File: config.mk
export PLATFORM = sky130hd
export DESIGN_NAME = dmws_div
export DESIGN_NICKNAME = d
export VERILOG_FILES = /design/src/sv/dmws_pkg.sv /design/src/sv/dmws_div.sv
export SDC_FILE = /design/constraint.sdc
export NUM_CORES = 1
export LEC_CHECK = 0
export ABC_AREA = 1
export ABC_CLOCK_PERIOD_IN_PS = 1700
export BUFFER_PORTS_ARGS = -buffer_cell sky130_fd_sc_hd__buf_2
export CAP_MARGIN = 10
export CORE_ASPECT_RATIO = 0.5
export CORE_MARGIN = 3
export CORE_UTILIZATION = 49
export DETAILED_ROUTE_END_ITERATION = 10
export PLACE_DENSITY_LB_ADDON = 0.25
export SLEW_MARGIN = 20
export SYNTH_ARGS = -nofsm -noshare
export SYNTH_HDL_FRONTEND = slang
export SYNTH_SLANG_ARGS = --single-unit
export TNS_END_PERCENT = 1
File: constraint.sdc
create_clock -name clk_i -period 1.7 [get_ports clk_i]
set_clock_uncertainty 0.05 [all_clocks]
set_input_delay 0.085 -clock clk_i [delete_from_list [all_inputs] [get_ports clk_i]]
set_output_delay 0.085 -clock clk_i [all_outputs]
set_load 0.02 [all_outputs]
File: src/sv/dmws_pkg.sv
// shared constants and register codes of the damped membrane wave step block
package dmws_pkg;

  localparam int MAX_WIDTH_DEF  = 64;
  localparam int MAX_HEIGHT_DEF = 64;
  localparam int DISP_BITS_DEF  = 24;

  localparam int IDX_IN_W   = 12;
  localparam int VAL_W      = 24;
  localparam int SAMPLE_W   = 24;
  localparam int CFG_IDX_W  = 3;
  localparam int CFG_DATA_W = 17;
  localparam int GEOM_W     = 7;
  localparam int COEF_W     = 17;
  localparam int GAIN_W     = 16;

  localparam logic [COEF_W-1:0] Q16_ONE = 17'h10000;

  localparam logic [GEOM_W-1:0] RST_GRID_WIDTH    = 7'd64;
  localparam logic [GEOM_W-1:0] RST_GRID_HEIGHT   = 7'd64;
  localparam logic [COEF_W-1:0] RST_COURANT_COEFF = 17'd16384;
  localparam logic [COEF_W-1:0] RST_DAMP_GAIN     = 17'd65536;
  localparam logic [COEF_W-1:0] RST_DAMP_LOSS     = 17'd65536;
  localparam logic [GAIN_W-1:0] RST_OUTPUT_GAIN   = 16'd3840;

  typedef enum logic [CFG_IDX_W-1:0] {
    REG_GRID_WIDTH    = 3'd0,
    REG_GRID_HEIGHT   = 3'd1,
    REG_COURANT_COEFF = 3'd2,
    REG_DAMP_GAIN     = 3'd3,
    REG_DAMP_LOSS     = 3'd4,
    REG_OUTPUT_GAIN   = 3'd5
  } cfg_reg_e;

endpackage

File: src/sv/dmws_div.sv
// restoring divider, one quotient bit per cycle, splits a cell index into row and column
module dmws_div #(
  parameter int NUM_W = dmws_pkg::IDX_IN_W,
  parameter int DEN_W = dmws_pkg::GEOM_W
) (
  input  logic             clk_i,
  input  logic             rst_ni,
  input  logic             start_i,
  input  logic [NUM_W-1:0] num_i,
  input  logic [DEN_W-1:0] den_i,
  output logic             done_o,
  output logic [NUM_W-1:0] quot_o,
  output logic [DEN_W-1:0] rem_o
);

  localparam int CNT_W = $clog2(NUM_W + 1);

  logic             run_q, run_d;
  logic             done_q, done_d;
  logic [CNT_W-1:0] cnt_q, cnt_d;
  logic [NUM_W-1:0] num_q, num_d;
  logic [NUM_W-1:0] quot_q, quot_d;
  logic [DEN_W-1:0] rem_q, rem_d;
  logic [DEN_W-1:0] den_q, den_d;
  logic [DEN_W:0]   rem_sh;
  logic             fits;

  assign rem_sh = {rem_q, num_q[NUM_W-1]};
  assign fits   = rem_sh >= {1'b0, den_q};

  always_comb begin
    run_d  = run_q;
    done_d = 1'b0;
    cnt_d  = cnt_q;
    num_d  = num_q;
    quot_d = quot_q;
    rem_d  = rem_q;
    den_d  = den_q;
    if (start_i) begin
      run_d  = 1'b1;
      cnt_d  = CNT_W'(NUM_W);
      num_d  = num_i;
      quot_d = '0;
      rem_d  = '0;
      den_d  = den_i;
    end else if (run_q) begin
      num_d  = num_q << 1;
      quot_d = {quot_q[NUM_W-2:0], fits};
      rem_d  = fits ? DEN_W'(rem_sh - {1'b0, den_q}) : DEN_W'(rem_sh);
      cnt_d  = cnt_q - CNT_W'(1);
      if (cnt_q == CNT_W'(1)) begin
        run_d  = 1'b0;
        done_d = 1'b1;
      end
    end
  end

  always_ff @(posedge clk_i or negedge rst_ni) begin
    if (!rst_ni) begin
      run_q  <= 1'b0;
      done_q <= 1'b0;
      cnt_q  <= '0;
    end else begin
      run_q  <= run_d;
      done_q <= done_d;
      cnt_q  <= cnt_d;
    end
  end

  always_ff @(posedge clk_i) begin
    num_q  <= num_d;
    quot_q <= quot_d;
    rem_q  <= rem_d;
    den_q  <= den_d;
  end

  assign done_o = done_q;
  assign quot_o = quot_q;
  assign rem_o  = rem_q;

endmodule

# [Yosys cells after proc, flatten, opt, wreduce, memory -nomap -nowiden]
# Cells that the tools add are included.
[word_totals] reg_bits=44 inputBits=22 output_inout_bits=20 elab_cells=23
[op_classes] add_sub_neg=2 n_lt_le_gt_ge=1 eq_ne=1 n_mux=11 n_reduce_logical=1
[ops] cell="12-bit two-way mux" count=2
[ops] cell="8-bit by 7-bit greater-or-equal comparator with 1-bit output" count=1
[ops] cell="4-bit two-way mux" count=2
[ops] cell="7-bit two-way mux" count=1
[ops] cell="7-bit subtractor" count=1
[ops] cell="1-bit two-way mux" count=6
[ops] cell="4-bit by 1-bit equality test with 1-bit output (second input constant)" count=1
[ops] cell="4-bit by 1-bit subtractor with 4-bit output (second input constant)" count=1
[ops] cell="2-bit nonzero test" count=1

# [Logic depth before layout (Yosys ltp)]
# Gate-level depths: netlist of run 1.
[logic_depth] depth_word=4 depth_mapped=12 mapped_depth_nobuf=12

# [Worst setup path before layout of run 1]
# OpenSTA, ideal clock, no wires.
[synth_path] kind="reg2reg" startpoint="reg rem_q[0], in the netlist rem_o[0]" endpoint="reg rem_q[5], in the netlist rem_o[5]" setup_time_ns=0.112 arrival_ns=1.624 required_time_ns=1.538 slack_ns=-0.087 path_stages_with_launch=11 n_path_buf=0 period_less_slack_ns=1.787 path_cell_list="dfxtp_1 > inv_1 > fa_1 > inv_1 > nand3_1 > nand2_1 > nand2_1 > nand3_4 > nand3_1 > nand2_1 > nand2_1"
[synth_between] elab_chain_cells=2 elab_cells_between_ends=3 classes_between="add/sub (1); order compare (1); mux (1)"
[synth_rtl] item="start, declared" line="dmws_div.sv:23" source="logic [DEN_W-1:0] rem_q, rem_d;"
[synth_rtl] item="start signal, assigned" line="dmws_div.sv:73" source="rem_q <= rem_d;"
[synth_rtl] item="7-bit subtractor or 8-bit by 7-bit greater-or-equal comparator with 1-bit output (tied branches)" line="dmws_div.sv:49, dmws_div.sv:29"
[synth_rtl] item="7-bit two-way mux (*)" line="dmws_div.sv:49" source="rem_d = fits ? DEN_W'(rem_sh - {1'b0, den_q}) : DEN_W'(rem_sh);"
# Every way passes the cells marked *; elsewhere a longest branch is shown, timed or not.
# A chain may end at the register's enable or synchronous reset.

# [Worst setup path in the final report of run 1]
[layout_path] startpoint="reg den_q[0]" endpoint="reg rem_q[4], in the netlist rem_o[4]"
[layout_between] elab_chain_cells=2 elab_cells_between_ends=3 classes_between="add/sub (1); order compare (1); mux (1)"
[layout_rtl] item="start, declared" line="dmws_div.sv:24" source="logic [DEN_W-1:0] den_q, den_d;"
[layout_rtl] item="start signal, assigned" line="dmws_div.sv:74" source="den_q <= den_d;"
[layout_rtl] item="7-bit subtractor or 8-bit by 7-bit greater-or-equal comparator with 1-bit output (tied branches)" line="dmws_div.sv:49, dmws_div.sv:29"
[layout_rtl] item="7-bit two-way mux (*)" line="dmws_div.sv:49"
# Marked as above.

==> results.json, run 1 <==
{
  "critPathSlowestCell": "edfxtp_1",
  "relSlewSlack_pct": 69.8,
  "rsz0062_at_grt": "true",
  "gp_congestion": 0.860,
  "initial_core_util_pct": 52.4,
  "hold_viol": 0,
  "syn_inst": 251,
  "dp_hpwl_um": 2890,
  "grt_pass1_wl_um": 6920,
  "internal-power_uw": 2070,
  "ys_async_sr_fraction_pct": 13.6,
  "ys_types": 25,
  "final_util_pct": 67.4,
  "clkSinkCount": 44,
  "regArea_um2": 1100,
  "maxCapViolations": 0,
  "dominantRegCellSynth": "edfxtp_1",
  "synth.most_common_cell": "nand2_1",
  "route.vias.total": 1767,
  "grt_util_all_layers_pct": 17.0,
  "tightest_slew_ns": 0.452,
  "yosys_warnings": 0,
  "leakage_uw": 0.00137,
  "rrSetupSlack_ns": -0.02,
  "r2r_cells": 10,
  "seqPwrFrac_pct": 40.2,
  "wl_met1_um": 2030,
  "period_minus_slack_ns": 1.72,
  "dp_cells": 347,
  "worstPathArrival_ns": 1.87,
  "switching_share_pct": 37.9,
  "h-tree-depth": 2,
  "wl_per_cell_um": 11.2,
  "highest-signal-layer": "met4",
  "pwr-share-comb_pct": 39.9,
  "finalCritPeriodShare_pct": 101,
  "antenna_found_initial": 0,
  "yosysTopAreaCellShare_pct": 27.1,
  "ys_top_cells_by_area": "edfxtp_1 (27%), dfxtp_1 (18%), nand2_1 (17%), inv_1 (7.7%), dfrtp_1 (7.1%)",
  "violations": "setup timing",
  "drt_pass1_iterations": 5,
  "crit_path_end_kind": "flip-flop",
  "slowest_delay_ns": 0.39,
  "diodes": 0,
  "timing.final.ws_setup_ns": -0.0235,
  "r2r-start": "den_q[0]$_DFFE_PP_",
  "drive_gt1_share_pct": 24.1,
  "max_freq_mhz": 580,
  "pwr_density_cell_nw_per_um2": 1230,
  "syn_avg_cell_area_um2": 8.39,
  "clock_latency_ns": 0.31,
  "routed_via_density": 4.72,
  "hold_path_depth": 3,
  "start_kind": "flip-flop",
  "report.final.slew_viol_count": 0,
  "drt_iter0_markers": 72,
  "crit_required_ns": 1.84,
  "fin_cells": 374,
  "placeableCoreArea_um2": 4020,
  "ir_worst_vdd_v": 0.000578,
  "boundaryPins": 42,
  "switching_power_uw": 1260,
  "fillers": 348,
  "cts_buffer_depth": 2,
  "synth-edff-count": 19,
  "grt_max_degree": 26,
  "hold_path_class": "in -> reg",
  "die_area_um2": 5170,
  "portBuffers": 41,
  "power_frac_clock_pct": 19.9,
  "cts_tree": "yes",
  "wl_met2_um": 1940,
  "syn2layout_area_growth_pct": 28.8,
  "clockRootBuffer": "clkbuf_8",
  "drc": 0,
  "worstSetupStartpoint": "den_q[0]$_DFFE_PP_",
  "finalSetupViolations": 4,
  "nets": 351,
  "status": "finished, violations left",
  "path_cells": "ha_2 -> fa_2 -> inv_2 -> nand3_4 -> nand2_2 -> nand2_2 -> nand3_4 -> nand2_1 -> nand3_1 -> nand2_1",
  "cp_max_fo": 8,
  "synthTopCellsByCount": "nand2_1 (93), inv_1 (43), dfxtp_1 (19), edfxtp_1 (19), nand3_1 (19)",
  "cts_made_buffers": 5,
  "postRouteAntennaNets": 0,
  "die_w_um": 98.7,
  "rows": 16,
  "rr_endpoint": "rem_o[4]$_SDFFE_PP0P_",
  "grt-ovfl-total": 0,
  "crit_type": "reg -> reg",
  "totalWireLength_um": 4200,
  "grt_pass1_vias": 1576,
  "synth-seq-cells": 44,
  "die_h_um": 52.4,
  "syn_area_um2": 2110,
  "yosys.area.top_type": "edfxtp_1",
  "dr_wl_met3_um": 207,
  "multi_input_area_um2": 843,
  "postSynthNetCount": 283,
  "cts.clk_slew.worst_paths_ns": 0.09,
  "seq_area_frac_synth_pct": 52.3,
  "endpoint": "rem_o[4]$_SDFFE_PP0P_"
}
per-stage QoR:
| stage | instance area (um2) | worst slack (ns) | hold slack (ns) | setup TNS [ns] | power (uW) |
|---|---|---|---|---|---|
| after floorplan | 2110 | 0.0461 | -0.261 | 0 | 2230 |
| after global placement | 2410 | -0.0305 | -0.135 | -0.156 | 2550 |
| after detailed placement | 2410 | -0.108 | -0.131 | -0.720 | 2570 |
| after CTS | 2700 | -0.0225 | 0.00183 | -0.108 | 3300 |
| after global routing | 2710 | -0.134 | 0.0122 | -0.869 | 3580 |
| final | 2710 | -0.0235 | 0.0160 | -0.0417 | 3330 |
worst max-delay path, delay by kind of cell, from the launching register on:
kind	cells	cell delay (ns)
flip-flops	1	0.39
adder cells (fa/ha/maj)	2	0.55
AND/OR/NAND/NOR	7	0.55
buffers and inverters	1	0.09
logic make-up after synthesis:
group	count (synthesis)	synth area share (%)
xor+xnor	1	0.416
flops	44	52.3
fa+ha+maj	10	6.29
simple gates	124	25.6
compound gates	21	6.18
buf+inv	51	9.26
power by group through the flow:
stage,clock network [uW],logic (uW),registers (uW)
after global placement,0,1190,1360
after floorplan,0,774,1460
after global routing,727,1500,1360
after detailed placement,0,1210,1360
after CTS,685,1280,1340
final,663,1330,1340
registers in the layout, indices dropped and copies added (netlist names):
signal / count
num_q: 12
quot_o: 12
den_q: 7
rem_o: 7
cnt_q: 4
done_o: 1
run_q: 1
layout make-up:
| cell class | count | share of cell area, % |
|---|---|---|
| Inverter | 46 | 6.36 |
| Sequential cell | 44 | 40.6 |
| Multi-Input combinational cell | 156 | 31.1 |
| Clock buffer | 5 | 2.54 |
| Tap cell | 54 | 2.49 |
| Timing Repair Buffer | 66 | 16.0 |
| Clock inverter | 3 | 0.876 |
worst min-delay path by stage:
stage | from | to | slack (ns)
2_1_floorplan | rst_ni | cnt_q[0]$_DFFE_PN0P_ | -0.26
3_3_place_gp | rst_ni | done_o$_DFF_PN0_ | -0.13
3_5_place_dp | rst_ni | done_o$_DFF_PN0_ | -0.13
4_1_cts | num_i[8] | num_q[8]$_DFFE_PP_ | 0.002
5_1_grt | num_i[8] | num_q[8]$_DFFE_PP_ | 0.01
6_report | num_i[8] | num_q[8]$_DFFE_PP_ | 0.02
placed cells by master, fill, tap and decap left out, drive strengths merged, types with 6 or more instances in the layout:
cell type     n
dlygate4sd3  17
o21ai         6
dfxtp        19
nand3        20
edfxtp       19
inv          46
o22ai        11
dfrtp         6
ha            9
buf          49
nand2        94
routing by layer:
layer,up-vias,global-route usage (%)
met5,-,0
li1,936,-
met3,4,5.58
met2,35,29.1
met1,792,21.5
met4,0,3.40
what timing repair did:
action,4_1_cts,5_1_grt
setup endpoints to repair,8,8
endpoints found under the hold margin,22,0
pin swaps,3,4
gates resized for setup,5,5
hold buffers,17,0
setup buffers,2,0
(Power assumes the default switching activity.)
==> run 2: changes to the inputs <==
BUFFER_PORTS_ARGS = -buffer_cell sky130_fd_sc_hd__clkbuf_2   (was -buffer_cell sky130_fd_sc_hd__buf_2)
==> run 2 against run 1 <==
Compared with the run above: the run still ends with setup timing left; clock power increased by 14%; combinational power barely moved; sequential power about the same; global-route usage increased by 0.56 points; critical path depth rose by 1; clock-buffer cell count is 1 higher; flip-flop and latch count stayed put; hold slack got worse by 0.0095 ns; highest routed layer unchanged.
==> results.json, run 2 (same netlist as run 1, synthesis figures left out) <==
{
  "gp_congestion": 0.878,
  "hold_viol": 0,
  "clkSinkCount": 44,
  "postCtsSetupBuffers": 0,
  "totalWireLength_um": 4390,
  "r2r_cells": 11,
  "finalSetupViolations": 6,
  "cts_made_buffers": 5,
  "route.vias.total": 1753,
  "status": "finished, violations left",
  "nets": 344,
  "crit_type": "reg -> reg",
  "leakage_uw": 0.00135,
  "die_h_um": 52.4,
  "r2r-start": "den_q[0]$_DFFE_PP_",
  "ir_worst_vdd_v": 0.000529,
  "postRouteAntennaNets": 0,
  "rr_endpoint": "rem_o[3]$_SDFFE_PP0P_",
  "dp_cells": 346,
  "final_cell_mix": "nand2_1 (90), inv_1 (42), clkbuf_2 (41), edfxtp_1 (19)",
  "crit_required_ns": 1.90,
  "worstPathArrival_ns": 1.93,
  "die_w_um": 98.7,
  "tightest_slew_ns": 0.460,
  "clock_latency_ns": 0.30,
  "period_minus_slack_ns": 1.73,
  "clockRootBuffer": "clkbuf_8",
  "antenna_found_initial": 0,
  "whs_endpoint": "num_q[6]$_DFFE_PP_",
  "drt_iter0_markers": 108,
  "die_area_um2": 5170,
  "maxCapViolations": 0,
  "violations": "setup timing",
  "syn2layout_area_growth_pct": 26.7,
  "drive_gt1_share_pct": 23.3,
  "final_common_cell": "nand2_1",
  "cts_tree": "yes",
  "routed_via_density": 4.78,
  "cts.clk_slew.worst_paths_ns": 0.09,
  "cts_buffer_depth": 2,
  "fin_cells": 367,
  "rows": 16,
  "max_freq_mhz": 580,
  "placeableCoreArea_um2": 4020,
  "hold_path_class": "in -> reg",
  "finalCritPeriodShare_pct": 101,
  "hold_path_depth": 3,
  "drc": 0,
  "dp_hpwl_um": 3050,
  "grt_pass1_vias": 1561,
  "grt_pass1_wl_um": 6980,
  "wl_per_cell_um": 12.0,
  "min-delay-start": "num_i[6]",
  "cp_max_fo": 8,
  "grt_util_all_layers_pct": 17.6,
  "fillers": 343,
  "pwr_density_cell_nw_per_um2": 1280,
  "grt_max_degree": 26,
  "start_kind": "flip-flop",
  "h-tree-depth": 2,
  "finalSetupTns_ns": -0.0755,
  "report.final.slew_viol_count": 0,
  "rrSetupSlack_ns": -0.03,
  "drt_pass1_iterations": 4,
  "diodes": 0,
  "grt-ovfl-total": 0,
  "crit_path_end_kind": "flip-flop",
  "rsz0062_at_grt": "true",
  "timing.final.ws_setup_ns": -0.0254,
  "portBuffers": 41,
  "initial_core_util_pct": 52.4,
  "boundaryPins": 42,
  "relSlewSlack_pct": 69.3
}
-- run 2: metrics by stage --
step / setup slack [ns] / utilization [%] / cell area, um2 / power [uW] / hold WS (ns)
2_1_floorplan: 0.0461 / - / 2110 / 2230 / -0.261
3_3_place_gp: -0.0309 / 59.6 / 2400 / 2550 / -0.132
3_5_place_dp: -0.114 / 59.6 / 2400 / 2580 / -0.132
4_1_cts: -0.0153 / 65.7 / 2650 / 3380 / 0.000739
5_1_grt: -0.140 / 66.4 / 2670 / 3640 / 0.00535
6_report: -0.0254 / 66.4 / 2670 / 3420 / 0.00646
-- run 2: what timing repair did --
item / in CTS / in global routing
hold buffers: 12 / 1
gates resized for setup: 6 / 3
setup endpoints to repair: 8 / 8
hold endpoints to repair: 17 / 1
pin swaps: 1 / 2
-- run 2: layout make-up --
class | instances | area, um2 | share of cell area [%]
Clock buffer | 6 | 93.8 | 3.51
Clock inverter | 2 | 17.5 | 0.656
Inverter | 46 | 173 | 6.47
Multi-Input combinational cell | 156 | 843 | 31.6
Sequential cell | 44 | 1100 | 41.3
Tap cell | 54 | 67.6 | 2.53
Timing Repair Buffer | 59 | 373 | 14.0
-- run 2: routing by layer --
layer,wire [um],track usage [%],vias to the layer above
li1,-,-,922
met1,1990,20.7,793
met2,2130,31.1,34
met3,215,5.71,4
met4,53,5.44,0
met5,0,0,-
-- run 2: worst max-delay path, cell delays in order, from the launching register on --
cell	delay [ns]
edfxtp_1	0.39
ha_2	0.20
fa_2	0.36
inv_2	0.09
nand3_4	0.08
nand2_4	0.08
nand2_2	0.06
nand3_4	0.11
nand2_1	0.07
nand2_1	0.07
nand2_1	0.05
nand2_1	0.06
-- run 2: worst max-delay path by stage --
stage          depth (start not counted)           startpoint                    end
5_1_grt                               11   den_q[0]$_DFFE_PP_  rem_o[5]$_SDFFE_PP0P_
4_1_cts                               11   den_q[0]$_DFFE_PP_  rem_o[3]$_SDFFE_PP0P_
3_5_place_dp                          11   den_q[0]$_DFFE_PP_  rem_o[3]$_SDFFE_PP0P_
2_1_floorplan                         11  num_q[11]$_DFFE_PP_  rem_o[5]$_SDFFE_PP0P_
6_report                              11   den_q[0]$_DFFE_PP_  rem_o[3]$_SDFFE_PP0P_
3_3_place_gp                          11  num_q[11]$_DFFE_PP_  rem_o[2]$_SDFFE_PP0P_
-- run 2: report_power, final --
group / total [uW] / switching (uW) / internal [uW]
clock: 759 / 376 / 383
combinational: 1320 / 807 / 516
sequential: 1340 / 88.2 / 1250
total: 3420 / 1270 / 2150
==> run 3: changes to the inputs <==
BUFFER_PORTS_ARGS = -buffer_cell sky130_fd_sc_hd__buf_2   (was -buffer_cell sky130_fd_sc_hd__clkbuf_2)
CORE_ASPECT_RATIO = 0.75   (was 0.5)
==> run 3 against run 2 <==
Compared with the run above: the flow still finishes with violations (setup timing); wire length up 1.7%; die area shrank 0.76%; critical endpoint is now rem_o[2]$_SDFFE_PP0P_; hold slack improved by 0.0030 ns; design area grew 0.98%; via count increased by 2.3%; clock power decreased by 3.4%; sequential power hardly changed; flip-flop and latch count did not move; largest cell class unchanged; fmax down 0.97%.
==> results.json, run 3 (same netlist as run 1, synthesis figures left out) <==
{
  "tightest_slew_ns": 0.449,
  "cts_made_buffers": 5,
  "worstPathArrival_ns": 1.88,
  "grt-ovfl-total": 0,
  "fillers": 331,
  "final_util_pct": 69.2,
  "crit_type": "reg -> reg",
  "cts_tree": "yes",
  "boundaryPins": 42,
  "wl_per_cell_um": 12.2,
  "drt_iter0_markers": 154,
  "routed_via_density": 4.90,
  "period_minus_slack_ns": 1.74,
  "finalSetupViolations": 7,
  "drc": 0,
  "nets": 345,
  "finalHoldWorstSlack_ns": 0.00941,
  "postRouteAntennaNets": 0,
  "maxCapViolations": 0,
  "grt_util_all_layers_pct": 18.9,
  "max_freq_mhz": 574,
  "hold_viol": 0,
  "timing.final.ws_setup_ns": -0.0424,
  "placeableCoreArea_um2": 3900,
  "die_area_um2": 5130,
  "totalWireLength_um": 4470,
  "final_common_cell": "nand2_1",
  "fin_total_pwr_uw": 3540,
  "initial_core_util_pct": 54.0,
  "status": "finished, violations left",
  "critPathSlowestCell": "edfxtp_1",
  "cts_buffer_depth": 2,
  "rsz0062_at_grt": "true",
  "portBuffers": 41,
  "slowest_delay_ns": 0.38,
  "final_cell_mix": "nand2_1 (88), inv_1 (41), buf_2 (41), edfxtp_1 (19), dfxtp_1 (18)",
  "die_h_um": 62.8,
  "h-tree-depth": 2,
  "dp_hpwl_um": 3100,
  "syn2layout_area_growth_pct": 28.0,
  "start_kind": "flip-flop",
  "dpl_worst_slack_ns": -0.0978,
  "clockRootBuffer": "clkbuf_8",
  "gp_congestion": 0.954,
  "crit_path_end_kind": "flip-flop",
  "path_cells": "ha_2 -> fa_2 -> inv_2 -> nand3_4 -> nand2_4 -> nand2_4 -> nand3_4 -> nand2_2 -> nand3_1 -> nand2_1",
  "hold_path_class": "in -> reg",
  "cts.clk_slew.worst_paths_ns": 0.08,
  "rows": 19,
  "die_w_um": 81.7,
  "drt_pass1_iterations": 4,
  "grt_max_degree": 26,
  "clock_latency_ns": 0.29,
  "grt_pass1_wl_um": 7620,
  "pwr_density_cell_nw_per_um2": 1310,
  "clkSinkCount": 44,
  "drive_gt1_share_pct": 26.4,
  "diodes": 0,
  "leakage_uw": 0.00138,
  "violations": "setup timing",
  "cp_max_fo": 8,
  "grt_pass1_vias": 1700,
  "antenna_found_initial": 0,
  "ir_worst_vdd_v": 0.000669,
  "crit_required_ns": 1.83,
  "relSlewSlack_pct": 70.0,
  "route.vias.total": 1793,
  "report.final.slew_viol_count": 0,
  "finalCritPeriodShare_pct": 102
}
run 3: cell types whose count changed in the layout (fill, tap and decap cells not counted), moves of 2 or more:
cell,change
buf_2,+41
dlygate4sd3_1,-4
buf_4,+5
nand2_4,+2
clkinv_4,-2
nand2_1,-2
clkbuf_2,-41
run 3: metrics by stage:
| stage | TNS [ns] | instances | area (um2) |
|---|---|---|---|
| 2_1_floorplan | 0 | 251 | 2110 |
| 3_3_place_gp | -0.105 | 345 | 2400 |
| 3_5_place_dp | -0.621 | 345 | 2400 |
| 4_1_cts | -0.0575 | 365 | 2640 |
| 5_1_grt | -1.07 | 366 | 2700 |
| 6_report | -0.230 | 366 | 2700 |
run 3: layout make-up:
class	count	area [um2]	share of cell area [%]
Clock buffer	6	93.8	3.48
Clock inverter	2	11.3	0.418
Inverter	46	173	6.40
Multi-Input combinational cell	156	881	32.7
Sequential cell	44	1100	40.9
Tap cell	52	65.1	2.41
Timing Repair Buffer	60	370	13.7
run 3: critical path, delay by kind of cell, from the launching register on:
kind	cells	cell delay, ns
flip-flops	1	0.38
adder cells (fa/ha/maj)	2	0.57
AND/OR/NAND/NOR	7	0.55
buffers and inverters	1	0.09
run 3: where the power goes:
| part | internal [uW] | switching (uW) | leakage (uW) | total, uW |
|---|---|---|---|---|
| clock | 377 | 356 | 0.0000566 | 733 |
| sequential | 1250 | 91.4 | 0.000425 | 1340 |
| combinational | 586 | 884 | 0.000902 | 1470 |
run 3: worst paths after layout:
path,start,to,slack (ns),depth (start not counted)
hold reg to reg,quot_o[11]$_SDFFE_PP0P_,quot_o[11]$_SDFFE_PP0P_,0.43,2
setup reg to reg,den_q[0]$_DFFE_PP_,rem_o[2]$_SDFFE_PP0P_,-0.04,10
setup / recovery,den_q[0]$_DFFE_PP_,rem_o[2]$_SDFFE_PP0P_,-0.04,10
hold / removal,num_i[1],num_q[1]$_DFFE_PP_,0.009,3
max in group asynchronous,rst_ni,run_q$_DFF_PN0_,1.33,2
min in group asynchronous,rst_ni,cnt_q[2]$_DFFE_PN0P_,0.11,2
run 3: repair_timing:
action | CTS | global route
hold buffers | 9 | 0
pin swaps | 2 | 6
setup endpoints to repair | 8 | 8
setup buffers | 3 | 1
endpoints found under the hold margin | 14 | 0
gates resized for setup | 6 | 11
run 3: layer usage:
metal	share of wire (%)	track usage, %	vias up
met3	6.5	4.90	6
met2	43	27.6	65
met4	0.81	4.98	0
met5	0	0	-
met1	49	27.7	803
li1	-	-	919
